`src/rtl/tts_pkg.sv`:
```
// Shared types and constants for the tick task scheduler table.
// No dependencies; imported by every module of the block.
package tts_pkg;

  localparam int SLOT_COUNT  = 8;
  localparam int MAX_RESULTS = 8;
  localparam int IDX_W = (SLOT_COUNT > 1) ? $clog2(SLOT_COUNT) : 1;
  localparam int CNT_W = $clog2(SLOT_COUNT + 1);
  localparam int RUN_W = $clog2(MAX_RESULTS + 1);

  localparam logic [1:0] OP_ADD  = 2'd0;
  localparam logic [1:0] OP_DEL  = 2'd1;
  localparam logic [1:0] OP_TICK = 2'd2;

  localparam logic [2:0] KIND_ADDED   = 3'd0;
  localparam logic [2:0] KIND_FULL    = 3'd1;
  localparam logic [2:0] KIND_INVALID = 3'd2;
  localparam logic [2:0] KIND_DELETED = 3'd3;
  localparam logic [2:0] KIND_RUN     = 3'd4;

  typedef struct packed {
    logic [1:0]  opcode;
    logic [15:0] task_id;
    logic [31:0] first_delay;
    logic [31:0] repeat_period;
    logic [2:0]  slot_number;
  } req_t;

  typedef struct packed {
    logic [2:0]  result_kind;
    logic [2:0]  slot_index;
    logic [15:0] run_task_id;
    logic [3:0]  active_count;
    logic        last_result;
  } rsp_t;

  typedef struct packed {
    logic [15:0] task_id;
    logic [31:0] countdown;
    logic [31:0] period;
  } slot_t;

  // outcome of handling the slot at the head of the ring
  typedef struct packed {
    slot_t       slot_new;
    logic        placed;
    logic        freed;
    logic        run;
    logic [15:0] old_id;
  } step_t;

endpackage

```
`src/rtl/tick_task_scheduler_table_unit.sv`:
```
// Top level of the tick task scheduler table: slot ring, head update and result register.
// Depends on tts_pkg, tts_cell and tts_step.
//
//  channel | signals                  | moves
//  --------+--------------------------+---------------------------------------
//  request | req_valid, req_ready, req | add, delete or tick (tts_pkg::req_t)
//  result  | rsp_valid, rsp_ready, rsp | 0 to MAX_RESULTS results per request (tts_pkg::rsp_t)
//
// A request is taken while the block is idle, then turns the slot ring once, moving
// one slot through the head update per cycle while the result register is free.
// No new request is taken until the ring walk is through.
// A step that has a result to give waits until the result register is free.
// req_ready is high whenever no ring walk is in progress.
// Synchronous reset empties every slot and clears the count.
module tick_task_scheduler_table_unit (
  input  logic           clk,
  input  logic           rst,
  input  logic           req_valid,
  output logic           req_ready,
  input  tts_pkg::req_t  req,
  output logic           rsp_valid,
  input  logic           rsp_ready,
  output tts_pkg::rsp_t  rsp
);
  import tts_pkg::*;

  typedef enum logic {IDLE, WALK} state_t;

  state_t              state;
  req_t                cur;
  logic [IDX_W-1:0]    step_idx;
  logic                placed;
  logic [2:0]          placed_idx;
  logic [15:0]         old_id;
  logic [RUN_W-1:0]    run_n;
  logic [CNT_W-1:0]    count;
  logic [CNT_W-1:0]    count_next;
  logic                out_valid;
  rsp_t                out_q;

  slot_t               cell_q   [SLOT_COUNT];
  slot_t               cell_d   [SLOT_COUNT];
  logic [SLOT_COUNT-1:0] cell_due;

  step_t               res;
  logic                out_free;
  logic                advance;
  logic                last_step;
  logic                index_match;
  logic                due_later;
  logic                emit;
  rsp_t                emit_rsp;

  assign out_free  = !out_valid || rsp_ready;
  assign advance   = (state == WALK) && out_free;
  assign last_step = (step_idx == IDX_W'(SLOT_COUNT - 1));
  assign index_match = (32'(cur.slot_number) < SLOT_COUNT) &&
                       (32'(step_idx) == 32'(cur.slot_number));

  for (genvar p = 0; p < SLOT_COUNT; p++) begin : g_ring
    if (p == SLOT_COUNT - 1) begin : g_tail
      assign cell_d[p] = res.slot_new;
    end else begin : g_mid
      assign cell_d[p] = cell_q[p+1];
    end
    tts_cell u_cell (
      .clk   (clk),
      .rst   (rst),
      .shift (advance),
      .d     (cell_d[p]),
      .q     (cell_q[p]),
      .due   (cell_due[p])
    );
  end

  tts_step u_step (
    .req           (cur),
    .head          (cell_q[0]),
    .placed_before (placed),
    .index_match   (index_match),
    .res           (res)
  );

  // any unvisited slot behind the head that will run on this tick
  always_comb begin
    due_later = 1'b0;
    for (int p = 1; p < SLOT_COUNT; p++) begin
      if (cell_due[p] && (p + int'(step_idx) < SLOT_COUNT)) begin
        due_later = 1'b1;
      end
    end
  end

  assign count_next = count + CNT_W'(res.placed) - CNT_W'(res.freed);

  always_comb begin
    emit     = 1'b0;
    emit_rsp = '0;
    emit_rsp.active_count = 4'(count_next);
    case (cur.opcode)
      OP_ADD: begin
        emit = last_step;
        emit_rsp.last_result = 1'b1;
        if (cur.task_id == 16'd0) begin
          emit_rsp.result_kind = KIND_INVALID;
        end else if (placed || res.placed) begin
          emit_rsp.result_kind = KIND_ADDED;
          emit_rsp.slot_index  = placed ? placed_idx : 3'(step_idx);
          emit_rsp.run_task_id = cur.task_id;
        end else begin
          emit_rsp.result_kind = KIND_FULL;
        end
      end
      OP_DEL: begin
        emit = last_step;
        emit_rsp.last_result = 1'b1;
        emit_rsp.result_kind = KIND_DELETED;
        emit_rsp.slot_index  = cur.slot_number;
        emit_rsp.run_task_id = res.freed ? res.old_id : old_id;
      end
      OP_TICK: begin
        emit = res.run && (run_n < RUN_W'(MAX_RESULTS));
        emit_rsp.result_kind = KIND_RUN;
        emit_rsp.slot_index  = 3'(step_idx);
        emit_rsp.run_task_id = res.old_id;
        emit_rsp.last_result = !due_later || (run_n == RUN_W'(MAX_RESULTS - 1));
      end
      default: begin
      end
    endcase
  end

  always_ff @(posedge clk) begin
    if (rst) begin
      state     <= IDLE;
      step_idx  <= '0;
      placed    <= 1'b0;
      run_n     <= '0;
      count     <= '0;
      out_valid <= 1'b0;
    end else begin
      if (out_free) begin
        out_valid <= advance && emit;
      end
      case (state)
        IDLE: begin
          if (req_valid) begin
            state    <= WALK;
            cur      <= req;
            step_idx <= '0;
            placed   <= 1'b0;
            old_id   <= 16'd0;
            run_n    <= '0;
          end
        end
        WALK: begin
          if (advance) begin
            count <= count_next;
            if (res.placed) begin
              placed     <= 1'b1;
              placed_idx <= 3'(step_idx);
            end
            if (res.freed && cur.opcode == OP_DEL) begin
              old_id <= res.old_id;
            end
            if (emit) begin
              out_q <= emit_rsp;
              if (cur.opcode == OP_TICK) begin
                run_n <= run_n + RUN_W'(1);
              end
            end
            if (last_step) begin
              state    <= IDLE;
              step_idx <= '0;
            end else begin
              step_idx <= step_idx + IDX_W'(1);
            end
          end
        end
        default: begin
          state <= IDLE;
        end
      endcase
    end
  end

  assign req_ready = (state == IDLE);
  assign rsp_valid = out_valid;
  assign rsp       = out_q;
endmodule

```
`src/rtl/tts_cell.sv`:
```
// One slot of the scheduler ring: holds a slot and passes it on when the ring turns.
// Depends on tts_pkg.
module tts_cell (
  input  logic          clk,
  input  logic          rst,
  input  logic          shift,
  input  tts_pkg::slot_t d,
  output tts_pkg::slot_t q,
  output logic          due
);
  import tts_pkg::*;

  slot_t slot;

  always_ff @(posedge clk) begin
    if (rst) begin
      slot <= '0;
    end else if (shift) begin
      slot <= d;
    end
  end

  assign q   = slot;
  assign due = (slot.task_id != 16'd0) && (slot.countdown == 32'd0);
endmodule

```
`src/rtl/tts_step.sv`:
```
// Update logic for the slot at the head of the ring: add, delete or tick.
// Depends on tts_pkg.
module tts_step (
  input  tts_pkg::req_t  req,
  input  tts_pkg::slot_t head,
  input  logic           placed_before,
  input  logic           index_match,
  output tts_pkg::step_t res
);
  import tts_pkg::*;

  always_comb begin
    res          = '0;
    res.slot_new = head;
    case (req.opcode)
      OP_ADD: begin
        if (req.task_id != 16'd0 && head.task_id == 16'd0 && !placed_before) begin
          res.slot_new.task_id   = req.task_id;
          res.slot_new.countdown = req.first_delay;
          res.slot_new.period    = req.repeat_period;
          res.placed             = 1'b1;
        end
      end
      OP_DEL: begin
        if (index_match && head.task_id != 16'd0) begin
          res.slot_new = '0;
          res.freed    = 1'b1;
          res.old_id   = head.task_id;
        end
      end
      OP_TICK: begin
        if (head.task_id != 16'd0) begin
          if (head.countdown != 32'd0) begin
            res.slot_new.countdown = head.countdown - 32'd1;
          end else begin
            res.run    = 1'b1;
            res.old_id = head.task_id;
            if (head.period != 32'd0) begin
              res.slot_new.countdown = head.period - 32'd1;
            end else begin
              res.slot_new = '0;
              res.freed    = 1'b1;
            end
          end
        end
      end
      default: begin
      end
    endcase
  end
endmodule
```
`config.mk`:
```
export PLATFORM = sky130hd
export DESIGN_NAME = tick_task_scheduler_table_unit
export DESIGN_NICKNAME = d
export VERILOG_FILES = /design/src/rtl/tts_pkg.sv /design/src/rtl/tick_task_scheduler_table_unit.sv /design/src/rtl/tts_cell.sv /design/src/rtl/tts_step.sv
export SDC_FILE = /design/constraint.sdc
export NUM_CORES = 2
export LEC_CHECK = 0
export ABC_AREA = 0
export BUFFER_PORTS_ARGS = -buffer_cell sky130_fd_sc_hd__buf_2
export CAP_MARGIN = 20
export CORE_MARGIN = 10
export CORE_UTILIZATION = 61
export CTS_CLUSTER_DIAMETER = 200
export DETAILED_ROUTE_END_ITERATION = 12
export GPL_TIMING_DRIVEN = 0
export PLACE_DENSITY_LB_ADDON = 0.2
export SYNTH_ARGS = -nofsm -noshare
export SYNTH_HDL_FRONTEND = slang
export SYNTH_SLANG_ARGS = --single-unit
```
`constraint.sdc`:
```
create_clock -name clk -period 6.6 [get_ports clk]
set_input_delay 0.33 -clock clk [delete_from_list [all_inputs] [get_ports clk]]
set_output_delay 0.33 -clock clk [all_outputs]
set_load 0.02 [all_outputs]
```
==> metrics.json <==
{
  "power_frac_comb_pct": 6.4,
  "clk_pin_slew_ns": 0.06,
  "synth_seq_cells": 785,
  "floorplan.rows": 82,
  "worst_path_maximum_fanout": 10,
  "amount_of_wire_on_met2_after_detailed_routing_um": 50320,
  "cts_made_buffers": 79,
  "chipWidth_um": 244.1,
  "post_drt_via_cell_ratio": 6.119,
  "synth-warning-count": 0,
  "routed_wl_um": 102100,
  "max_capacitance_violation_count": 0,
  "required_ns": 7.16,
  "drv_slew": 0,
  "dieHeight_um": 244.1,
  "portBuffers": 116,
  "final.fill_count": 4065,
  "setup.worst_path.start_class": "flip-flop",
  "number_of_enable_flip_flop_cells_after_synthesis": 131,
  "vdd_ir_drop_max_uv": 248.6,
  "detailroute.via_count": 28100,
  "rsz0062_at_grt": "no",
  "coreArea_sq_mm": 0.04986,
  "dp.final_hpwl_um": 74400,
  "power.static_leakage_nw": 12.22,
  "synth_cell_type_count": 71,
  "floorplan.io_pins": 118,
  "gpl.final_weighted_congestion": 1.007,
  "synth_fp_nets": 3685,
  "number_of_antenna_violations_at_the_first_check_in_global_routing": 2,
  "post-route-util_pct": 71.17,
  "seqPwrFrac_pct": 49.8,
  "syn_inst": 3581,
  "critPathLaunch": "g_ring[0].u_cell.q[0]",
  "ctsLongestPathBuffers": 3,
  "status": "completed",
  "synth_flop_type": "sky130_fd_sc_hd__dfxtp_1",
  "cts_htree_levels": 3,
  "min-delay-start": "req_valid",
  "hold_path_class": "in2reg",
  "highest_signal_layer": "met5",
  "tritoncts": "built",
  "ys_seq_area_share_pct": 55.57,
  "final_cycle_utilization_of_the_critical_path_pct": 65.06,
  "design_power_total_w": 0.01010,
  "switching_share_pct": 23.86,
  "syn-mean-instance-area_sq_um": 8.556,
  "postRouteAntennaNets": 0,
  "fin_worst_skew_ns": 0.01973,
  "setup_tns_final_ns": 0,
  "relative_max_transition_margin_pct": 20.18,
  "r2r-start": "g_ring[0].u_cell.q[0]",
  "timing_hold_violations_final": 0,
  "globalRoute.totalOverflow": 0,
  "dr_wl_met3_um": 8153,
  "maximum_number_of_pins_on_one_net_before_global_route_repair": 38,
  "dpl-instance-area_sq_mm": 0.03214,
  "internal_pwr_total_w": 0.007690,
  "power.net_switching_w": 0.002410,
  "grtUsageTotal_pct": 33.27,
  "setup_viol_count_final": 0,
  "powerDensity_mw_per_mm2": 284.6,
  "cts.sinks": 785,
  "clock-root-buffer": "sky130_fd_sc_hd__clkbuf_16",
  "critPathArrivalTime_ns": 4.86,
  "avgRoutedWirePerCell_um": 22.23,
  "crit_type": "reg2reg",
  "cp-end-kind": "flip-flop",
  "drc": 0,
  "hold_ws_ns": 0.06227,
  "finalCriticalPeriod_ns": 4.294,
  "drt_iter0_markers": 3273,
  "wire_length_of_the_first_global_routing_pass_um": 154400,
  "final_cell_area_sq_mm": 0.03549,
  "clock.fmax_mhz": 232.9,
  "insertion_delay_ns": 0.64,
  "number_of_global_route_vias_before_repair": 26960,
  "synthArstFlopShare_pct": 0,
  "post_route_cells_drive_above_1_share_pct": 7.400,
  "tightestPinTransition_ns": 1.187,
  "clockPowerShare_pct": 43.9,
  "netlist_area_sq_mm": 0.03064,
  "drt_met1_wl_um": 37620,
  "design.die.area_sq_mm": 0.05959,
  "areaGrowthSynthToFinish_pct": 15.83,
  "final_net_count": 3971,
  "drt_first_pass_iters": 8,
  "layout.cells.most_common": "sky130_fd_sc_hd__nand2_1",
  "start_util_pct": 61.45,
  "most-common-layout-cells": "sky130_fd_sc_hd__nand2_1 (1166), sky130_fd_sc_hd__dfxtp_1 (654), sky130_fd_sc_hd__a21oi_1 (594)"
}
-- per-layer routing --
metal	GRT usage, %	up-vias
li1	-	12940
met4	17.55	2
met2	57.35	1426
met5	0	-
met1	39.10	13360
met3	5.875	373
-- critical path, stage by stage (launching register included) --
cell	delay, ns
sky130_fd_sc_hd__dfxtp_1	0.44
sky130_fd_sc_hd__inv_1	0.11
sky130_fd_sc_hd__ha_1	0.17
sky130_fd_sc_hd__nor3b_1	0.57
sky130_fd_sc_hd__nand4_1	0.25
sky130_fd_sc_hd__nor4_1	0.38
sky130_fd_sc_hd__clkbuf_1	0.57
sky130_fd_sc_hd__nor2_1	0.11
sky130_fd_sc_hd__nor2_1	0.16
sky130_fd_sc_hd__ha_1	0.26
sky130_fd_sc_hd__inv_1	0.06
sky130_fd_sc_hd__ha_1	0.16
sky130_fd_sc_hd__inv_1	0.06
sky130_fd_sc_hd__fa_1	0.40
sky130_fd_sc_hd__xnor2_1	0.29
sky130_fd_sc_hd__nand2_1	0.10
sky130_fd_sc_hd__a21oi_1	0.14
-- cell families (layout without fill, tap and decap cells) --
kind of cell	count (synthesis)	count (layout)	share of synthesized area [%]
AO/OA/AOI/OAI	804	804	15.63
XOR/XNOR	49	49	1.401
adder cells (fa/ha/maj)	15	15	0.6371
buffers and inverters	290	628	3.732
flip-flops	785	785	55.57
multiplexers	7	7	0.2450
other	0	1	0
AND/OR/NAND/NOR	1631	1631	22.79
-- synthesized netlist by cell type, drive strengths merged, types with 32 or more instances --
| library cell | n | area [sq um] |
|---|---|---|
| nand2 | 1166 | 4377 |
| dfxtp | 654 | 13090 |
| a21oi | 595 | 2978 |
| clkbuf | 237 | 889.6 |
| edfxtp | 131 | 3934 |
| nor2 | 125 | 474.2 |
| nor4 | 115 | 749.5 |
| nor3 | 86 | 446.7 |
| a221oi | 65 | 694.4 |
| and3 | 37 | 231.5 |
| xnor2 | 34 | 297.8 |
| buf | 32 | 175.2 |
| o21ai | 32 | 160.1 |
-- sequential cells by signal, indices dropped and copies added, names as in the netlist --
register	cells
g_ring.u_cell.q	640
cur	85
rsp	27
old_id	16
count	4
run_n	4
placed_idx	3
step_idx	3
placed	1
rsp_valid	1
state	1
-- power by group through the flow --
stage / Sequential (W) / Clock (W) / Combinational [W]
3_3_place_gp: 0.00513 / 0 / 0.000563
6_report: 0.00503 / 0.00443 / 0.000642
5_1_grt: 0.00503 / 0.00461 / 0.000695
3_5_place_dp: 0.00513 / 0 / 0.000575
4_1_cts: 0.00502 / 0.00441 / 0.000621
2_1_floorplan: 0.00509 / 0 / 0.000374
-- final cells by class --
class	count	area, sq um	area share [%]
Sequential cell	785	17030	47.98
Inverter	21	78.83	0.2221
Antenna cell	1	2.502	0.007051
Buffer	269	1065	3.000
Clock inverter	16	205.2	0.5782
Clock buffer	117	2290	6.452
Multi-Input combinational cell	2506	12490	35.19
Timing Repair Buffer	205	1491	4.203
Tap cell	672	840.8	2.369
-- per-stage QoR --
step | setup WS [ns] | cells
final | 2.306 | 4592
after global routing | 1.967 | 4592
after CTS | 2.434 | 4591
after detailed placement | 2.467 | 4373
after global placement | -0.4645 | 4369
after floorplan | 1.581 | 3581
-- repair_timing --
action | CTS | global route
endpoints found under the hold margin | 85 | 0
endpoints found under the setup margin | 0 | 0
buffers inserted | 0 | 0
gates resized for setup | 0 | 0
hold buffers | 85 | 0
-- worst paths after layout --
check	end	slack (ns)	depth (start not counted)
worst max-delay path	count[2]	2.31	16
worst min-delay path	state	0.06	3
worst max register to register	count[2]	2.31	16
worst min register to register	g_ring[4].u_cell.q[25]	0.45	2
Power figures use the tool's default switching activity.
